$ cat config.mk
export PLATFORM = sky130hd
export DESIGN_NAME = deadline_timer_queue_core
export DESIGN_NICKNAME = d
export VERILOG_FILES = /design/src/design/dtq_pkg.sv /design/src/design/deadline_timer_queue_core.sv /design/src/design/dtq_ctrl.sv /design/src/design/dtq_datapath.sv
export SDC_FILE = /design/constraint.sdc
export NUM_CORES = 2
export LEC_CHECK = 0
export BUFFER_PORTS_ARGS = -buffer_cell sky130_fd_sc_hd__buf_2
export CORE_UTILIZATION = 27
export DETAILED_ROUTE_END_ITERATION = 8
export PLACE_DENSITY = 0.49
export SLEW_MARGIN = 25
export SYNTH_ARGS = -nofsm -noshare
export SYNTH_HDL_FRONTEND = slang
export SYNTH_HIERARCHICAL = 1
export SYNTH_SLANG_ARGS = --single-unit
$ cat constraint.sdc
create_clock -name i_clk -period 11.05 [get_ports i_clk]
set_input_delay 0.5525 -clock i_clk [delete_from_list [all_inputs] [get_ports i_clk]]
set_output_delay 0.5525 -clock i_clk [all_outputs]
set_load 0.02 [all_outputs]
$ cat src/design/dtq_pkg.sv
`default_nettype none

package dtq_pkg;

    localparam int ID_COUNT = 16;
    localparam int ID_W     = 4;
    localparam int TIME_W   = 64;
    localparam int CNT_W    = $clog2(ID_COUNT + 1);
    localparam logic [ID_W-1:0] LAST_IDX = ID_W'(ID_COUNT - 1);

    localparam logic [1:0] ACT_SCHEDULE = 2'd0;
    localparam logic [1:0] ACT_CANCEL   = 2'd1;
    localparam logic [1:0] ACT_DISPATCH = 2'd2;

    typedef struct packed {
        logic            load;
        logic            apply;
        logic            scan_clr;
        logic            rd_en;
        logic [ID_W-1:0] rd_idx;
        logic            remove;
        logic            emit;
        logic            emit_fired;
        logic            emit_last;
    } t_dp_cmd;

    typedef struct packed {
        logic is_dispatch;
        logic found;
        logic due;
    } t_dp_stat;

endpackage

`default_nettype wire

$ cat src/design/deadline_timer_queue_core.sv
// Flow: after start is accepted the block applies the action and scans the timer table, then
// shows a result strobe; a dispatch that fires shows each fired timer after a further rescan,
// since every result costs one 16-entry scan of the timer table, one entry per cycle.
// Busy is low during the final strobe, so the next item can be accepted while the final result
// is shown, and no new item is taken before the previous one is through. The receiver cannot
// stall. Synchronous active-low reset empties the table and sets the sequence counter to one.
`default_nettype none

module deadline_timer_queue_core
    import dtq_pkg::*;
#(
    parameter int NUM_TIMERS = 16
) (
    input  wire logic              i_clk,
    input  wire logic              i_rst_n,
    input  wire logic              start,
    output logic                   busy,
    input  wire logic [1:0]        i_action,
    input  wire logic [ID_W-1:0]   i_timer_id,
    input  wire logic [TIME_W-1:0] i_deadline_time,
    input  wire logic [TIME_W-1:0] i_current_time,
    output logic                   o_valid,
    output logic                   o_fired,
    output logic [ID_W-1:0]        o_fired_id,
    output logic                   o_table_full,
    output logic [TIME_W-1:0]      o_earliest_deadline,
    output logic                   o_last
);

    t_dp_cmd  cmd;
    t_dp_stat stat;

    dtq_ctrl u_ctrl (
        .i_clk   (i_clk),
        .i_rst_n (i_rst_n),
        .start   (start),
        .busy    (busy),
        .i_stat  (stat),
        .o_cmd   (cmd)
    );

    dtq_datapath #(
        .NUM_TIMERS (NUM_TIMERS)
    ) u_datapath (
        .i_clk               (i_clk),
        .i_rst_n             (i_rst_n),
        .i_cmd               (cmd),
        .o_stat              (stat),
        .i_action            (i_action),
        .i_timer_id          (i_timer_id),
        .i_deadline_time     (i_deadline_time),
        .i_current_time      (i_current_time),
        .o_valid             (o_valid),
        .o_fired             (o_fired),
        .o_fired_id          (o_fired_id),
        .o_table_full        (o_table_full),
        .o_earliest_deadline (o_earliest_deadline),
        .o_last              (o_last)
    );

endmodule

`default_nettype wire

$ cat src/design/dtq_ctrl.sv
`default_nettype none

module dtq_ctrl
    import dtq_pkg::*;
(
    input  wire logic     i_clk,
    input  wire logic     i_rst_n,
    input  wire logic     start,
    output logic          busy,
    input  wire t_dp_stat i_stat,
    output t_dp_cmd       o_cmd
);

    typedef enum logic [4:0] {
        ST_IDLE   = 5'b00001,
        ST_APPLY  = 5'b00010,
        ST_SCAN   = 5'b00100,
        ST_DRAIN  = 5'b01000,
        ST_DECIDE = 5'b10000
    } t_state;

    t_state          r_state, n_state;
    logic [ID_W-1:0] r_cnt, n_cnt;
    logic            r_chain, n_chain;

    assign busy = (r_state != ST_IDLE);

    always_comb begin
        n_state = r_state;
        n_cnt   = r_cnt;
        n_chain = r_chain;
        o_cmd   = '0;
        o_cmd.rd_idx = r_cnt;
        unique case (r_state)
            ST_IDLE: begin
                if (start) begin
                    o_cmd.load = 1'b1;
                    n_chain    = 1'b0;
                    n_state    = ST_APPLY;
                end
            end
            ST_APPLY: begin
                o_cmd.apply    = 1'b1;
                o_cmd.scan_clr = 1'b1;
                n_cnt          = '0;
                n_state        = ST_SCAN;
            end
            ST_SCAN: begin
                o_cmd.rd_en = 1'b1;
                n_cnt       = r_cnt + 1'b1;
                if (r_cnt == LAST_IDX) begin
                    n_state = ST_DRAIN;
                end
            end
            ST_DRAIN: begin
                n_state = ST_DECIDE;
            end
            ST_DECIDE: begin
                if (!i_stat.is_dispatch) begin
                    o_cmd.emit      = 1'b1;
                    o_cmd.emit_last = 1'b1;
                    n_state         = ST_IDLE;
                end else begin
                    // A removed timer is reported only after the rescan, which
                    // yields both the remaining minimum and whether more are due.
                    if (r_chain) begin
                        o_cmd.emit       = 1'b1;
                        o_cmd.emit_fired = 1'b1;
                        o_cmd.emit_last  = !i_stat.due;
                    end else if (!i_stat.due) begin
                        o_cmd.emit      = 1'b1;
                        o_cmd.emit_last = 1'b1;
                    end
                    if (i_stat.due) begin
                        o_cmd.remove   = 1'b1;
                        o_cmd.scan_clr = 1'b1;
                        n_chain        = 1'b1;
                        n_cnt          = '0;
                        n_state        = ST_SCAN;
                    end else begin
                        n_chain = 1'b0;
                        n_state = ST_IDLE;
                    end
                end
            end
            default: begin
                n_state = ST_IDLE;
            end
        endcase
    end

    always_ff @(posedge i_clk) begin
        if (!i_rst_n) begin
            r_state <= ST_IDLE;
            r_cnt   <= '0;
            r_chain <= 1'b0;
        end else begin
            r_state <= n_state;
            r_cnt   <= n_cnt;
            r_chain <= n_chain;
        end
    end

endmodule

`default_nettype wire

$ cat src/design/dtq_datapath.sv
`default_nettype none

module dtq_datapath
    import dtq_pkg::*;
#(
    parameter int NUM_TIMERS = 16
) (
    input  wire logic              i_clk,
    input  wire logic              i_rst_n,
    input  wire t_dp_cmd           i_cmd,
    output t_dp_stat               o_stat,
    input  wire logic [1:0]        i_action,
    input  wire logic [ID_W-1:0]   i_timer_id,
    input  wire logic [TIME_W-1:0] i_deadline_time,
    input  wire logic [TIME_W-1:0] i_current_time,
    output logic                   o_valid,
    output logic                   o_fired,
    output logic [ID_W-1:0]        o_fired_id,
    output logic                   o_table_full,
    output logic [TIME_W-1:0]      o_earliest_deadline,
    output logic                   o_last
);

    // Timer table storage, indexed by timer id.
    logic [TIME_W-1:0] mem_deadline [ID_COUNT];
    logic [TIME_W-1:0] mem_sequence [ID_COUNT];

    logic [ID_COUNT-1:0] r_valid;
    logic [CNT_W-1:0]    r_count;
    logic [TIME_W-1:0]   r_seq;

    logic [1:0]        r_action;
    logic [ID_W-1:0]   r_id;
    logic [TIME_W-1:0] r_deadline;
    logic [TIME_W-1:0] r_now;
    logic              r_full;

    logic              r_cmp_en;
    logic              r_rd_vld;
    logic [ID_W-1:0]   r_rd_idx;
    logic [TIME_W-1:0] r_rd_dl;
    logic [TIME_W-1:0] r_rd_seq;

    logic              r_found;
    logic [ID_W-1:0]   r_best_idx;
    logic [TIME_W-1:0] r_best_dl;
    logic [TIME_W-1:0] r_best_seq;
    logic [ID_W-1:0]   r_fire_id;

    logic sched_full;
    logic sched_write;
    logic better;

    assign sched_full  = !r_valid[r_id] && (32'(r_count) >= NUM_TIMERS);
    assign sched_write = i_cmd.apply && (r_action == ACT_SCHEDULE) && !sched_full;

    // Strict ordering keeps the lower id on a full tie, since ids are scanned upward.
    assign better = r_rd_vld && (!r_found || (r_rd_dl < r_best_dl) ||
                    ((r_rd_dl == r_best_dl) && (r_rd_seq < r_best_seq)));

    assign o_stat.is_dispatch = (r_action == ACT_DISPATCH);
    assign o_stat.found       = r_found;
    assign o_stat.due         = r_found && (r_best_dl <= r_now);

    always_ff @(posedge i_clk) begin
        if (sched_write) begin
            mem_deadline[r_id] <= r_deadline;
            mem_sequence[r_id] <= r_seq;
        end
        if (i_cmd.rd_en) begin
            r_rd_dl  <= mem_deadline[i_cmd.rd_idx];
            r_rd_seq <= mem_sequence[i_cmd.rd_idx];
        end
    end

    always_ff @(posedge i_clk) begin
        if (i_cmd.load) begin
            r_action   <= i_action;
            r_id       <= i_timer_id;
            r_deadline <= i_deadline_time;
            r_now      <= i_current_time;
        end
        if (i_cmd.apply) begin
            r_full <= (r_action == ACT_SCHEDULE) && sched_full;
        end
        if (i_cmd.rd_en) begin
            r_rd_vld <= r_valid[i_cmd.rd_idx];
            r_rd_idx <= i_cmd.rd_idx;
        end
        if (r_cmp_en && better) begin
            r_best_idx <= r_rd_idx;
            r_best_dl  <= r_rd_dl;
            r_best_seq <= r_rd_seq;
        end
        if (i_cmd.remove) begin
            r_fire_id <= r_best_idx;
        end
        o_fired             <= i_cmd.emit_fired;
        o_fired_id          <= i_cmd.emit_fired ? r_fire_id : '0;
        o_table_full        <= i_cmd.emit_fired ? 1'b0 : r_full;
        o_earliest_deadline <= r_found ? r_best_dl : '1;
        o_last              <= i_cmd.emit_last;
    end

    always_ff @(posedge i_clk) begin
        if (!i_rst_n) begin
            r_valid  <= '0;
            r_count  <= '0;
            r_seq    <= TIME_W'(1);
            r_cmp_en <= 1'b0;
            r_found  <= 1'b0;
            o_valid  <= 1'b0;
        end else begin
            o_valid  <= i_cmd.emit;
            r_cmp_en <= i_cmd.rd_en;
            if (i_cmd.scan_clr) begin
                r_found <= 1'b0;
            end else if (r_cmp_en && better) begin
                r_found <= 1'b1;
            end
            if (sched_write) begin
                r_valid[r_id] <= 1'b1;
                r_seq         <= r_seq + 1'b1;
                if (!r_valid[r_id]) begin
                    r_count <= r_count + 1'b1;
                end
            end else if (i_cmd.apply && (r_action == ACT_CANCEL)) begin
                r_valid[r_id] <= 1'b0;
                if (r_valid[r_id]) begin
                    r_count <= r_count - 1'b1;
                end
            end else if (i_cmd.remove) begin
                r_valid[r_best_idx] <= 1'b0;
                r_count             <= r_count - 1'b1;
            end
        end
    end

endmodule

`default_nettype wire

==> flow_metrics.py <==
metrics = {
    "power_and_ir_drop": {
        "power.leakage_nw": 38.7,
        "powerDensity_nw_per_um2": 172,
        "ir_worst_vdd_mv": 0.108,
    },
    "placed_design": {
        "dpl.hpwl_um": 136000,
        "gp_congestion": 0.729,
        "io_buffers": 209,
        "place_area_sq_um": 108000,
        "dp.cells": 9729,
    },
    "die": {
        "std_cell_rows": 223,
        "die_w_um": 612,
        "die_h_um": 612,
        "start_util": 0.272,
        "io_pins": 210,
        "dieArea_sq_um": 374000,
        "core_area_sq_um": 369000,
    },
    "timing": {
        "finalHoldViolations": 0,
        "worst_pin_slew_ns": 1.08,
        "post-route-period-util": 0.484,
        "tns_ns": 0,
        "setup_viol": 0,
        "drv_slew": 0,
        "maxSlewHeadroom": 0.278,
        "fin_hold_ws_ns": 0.0261,
        "maxClockFrequency_mhz": 187,
        "rsz0062_at_grt": "false",
        "min_period_ns": 5.35,
        "skew_ns": 0.0696,
    },
    "cts": {
        "root_buffer": "clkbuf_16",
        "cts_setup_buffers": 0,
        "cts.sinks": 2621,
        "h-tree-depth": 5,
        "cts_buffers": 278,
        "cts_resized": 0,
        "worstSkewPairLatency_ns": 0.86,
        "cts_hold_buffers": 130,
        "clockBufferDepth": 4,
        "tritoncts": "built",
        "clk_pin_slew_worst_paths_ns": 0.06,
    },
    "critical_path": {
        "crit_type": "reg2reg",
        "critPathCaptureType": "register",
        "crit_start": "u_datapath/r_best_dl[61]",
        "rrSetupSlack_ns": 5.70,
        "cp_max_fo": 48,
        "r2r_end": "u_datapath/r_best_dl[9]",
        "critPathLaunchType": "register",
        "critical_path_required_ns": 11.50,
        "ff2ff_path_depth": 10,
        "cp_data_arrival_time_ns": 5.80,
        "timing.rr.start": "u_datapath/r_best_dl[61]",
        "crit_end": "u_datapath/r_best_dl[9]",
    },
    "routing": {
        "drt_pass1_iterations": 6,
        "drc": 0,
        "wl_per_cell_um": 24.5,
        "wirelength_um": 254000,
        "antenna_left": 0,
        "viasPerCell": 4.57,
        "dr.first_iter.drc_count": 3957,
        "dr_total_vias": 47400,
    },
    "run_status": {
        "status": "complete, no violations",
    },
    "synth": {
        "ys.warnings.count": 6,
        "synth_area_sq_um": 100000,
        "synth_nets": 4990,
        "syn_inst": 4656,
        "syn_avg_cell_area_sq_um": 21.6,
    },
    "layout": {
        "layout-drive-gt1-share": 0.256,
        "area_delta_synth_final_pct": 17.8,
        "fin_util": 0.320,
        "stdcell_count": 10400,
        "final_nets": 5523,
        "fin_area_sq_um": 118000,
    },
    "min_path": {
        "hold_class": "in2reg",
    },
    "global_route": {
        "grt_start_max_net_pins": 115,
        "grt-ovfl-total": 0,
        "grt_pass1_wl_um": 361000,
        "antenna_found_initial": 20,
        "track_usage": 0.133,
        "grt_pass1_vias": 50200,
    },
    "job": {
        "drv_cap": 0,
    },
}
-- metal layers --
layer  track usage  up-vias  share of wire
met5             0        -       0.000047
met2         0.229     1150           0.50
met3        0.0215      365          0.047
met4        0.0373        2          0.026
met1         0.172    25500           0.42
li1              -    20300              -
-- power by group --
group | internal (W) | switching (W)
logic | 0.0000910 | 0.000119
registers | 0.0108 | 0.0000977
clock network | 0.00540 | 0.00381
-- final cells by class --
class                           instances  area, sq um
Antenna cell                            7         17.5
Clock buffer                          373         7720
Clock inverter                        125         1170
Fill cell                           35300       251000
Inverter                              211          805
Multi-Input combinational cell       1647        22100
Sequential cell                      2621        77000
Tap cell                             4950         6190
Timing Repair Buffer                  430         3230
-- worst max-delay path: stages (launching register included) --
cell and delay, ns:
edfxtp_1 0.37, inv_1 0.10, ha_1 0.31, nand4_1 0.23, nor4_4 0.95, nand3_1 0.25, nor2_1 0.16, o221ai_1 0.18
a221oi_1 0.89, or3_4 0.69, buf_4 0.71
-- flip-flops by register name, indices dropped and copies added, names as in the netlist, 5 cells and up --
name,flops
u_datapath/mem_sequence,1024
u_datapath/r_best_seq,64
u_datapath/r_now,64
u_datapath/r_seq,64
u_datapath/r_deadline,64
u_ctrl/r_state,5
u_datapath/r_rd_dl,64
u_datapath/r_count,5
u_datapath/r_valid,16
u_datapath/mem_deadline,1024
u_datapath/r_rd_seq,64
u_datapath/r_best_dl,64
u_datapath/o_earliest_deadline,64
-- worst min-delay path by stage --
stage                           startpoint                  endpoint  slack [ns]  depth (start not counted)
floorplan           u_datapath/r_rd_idx[0]  u_datapath/r_best_idx[0]        0.40                          0
global placement    u_datapath/r_rd_idx[2]  u_datapath/r_best_idx[2]        0.40                          0
detailed placement  u_datapath/r_rd_idx[2]  u_datapath/r_best_idx[2]        0.41                          0
CTS                            i_action[1]    u_datapath/r_action[1]        0.02                          1
global route                   i_action[1]    u_datapath/r_action[1]        0.02                          1
finish                         i_action[1]    u_datapath/r_action[1]        0.03                          1
-- cell usage in the layout (no fill, tap or decap), types with 29 or more instances in the layout --
| cell type | instances |
|---|---|
| clkinv_1 | 50 |
| a21o_1 | 39 |
| mux4_2 | 638 |
| dfxtp_1 | 164 |
| xnor2_1 | 29 |
| edfxtp_1 | 2452 |
| nand3_1 | 39 |
| o21ai_0 | 47 |
| clkbuf_1 | 70 |
| ha_1 | 196 |
| a21oi_1 | 78 |
| nand4_1 | 57 |
| nand2_1 | 114 |
| inv_1 | 209 |
| dlygate4sd3_1 | 130 |
| clkbuf_16 | 292 |
| nor2_1 | 38 |
| nor2b_1 | 32 |
| and2_1 | 56 |
| buf_4 | 74 |
| buf_2 | 208 |
| clkinv_2 | 34 |
-- through the flow --
step	total power (W)	setup slack (ns)
floorplan	0.0112	3.15
global placement	0.0113	5.06
detailed placement	0.0113	5.75
CTS	0.0206	5.74
global route	0.0210	5.61
finish	0.0204	5.70
(Power assumes the default switching activity.)
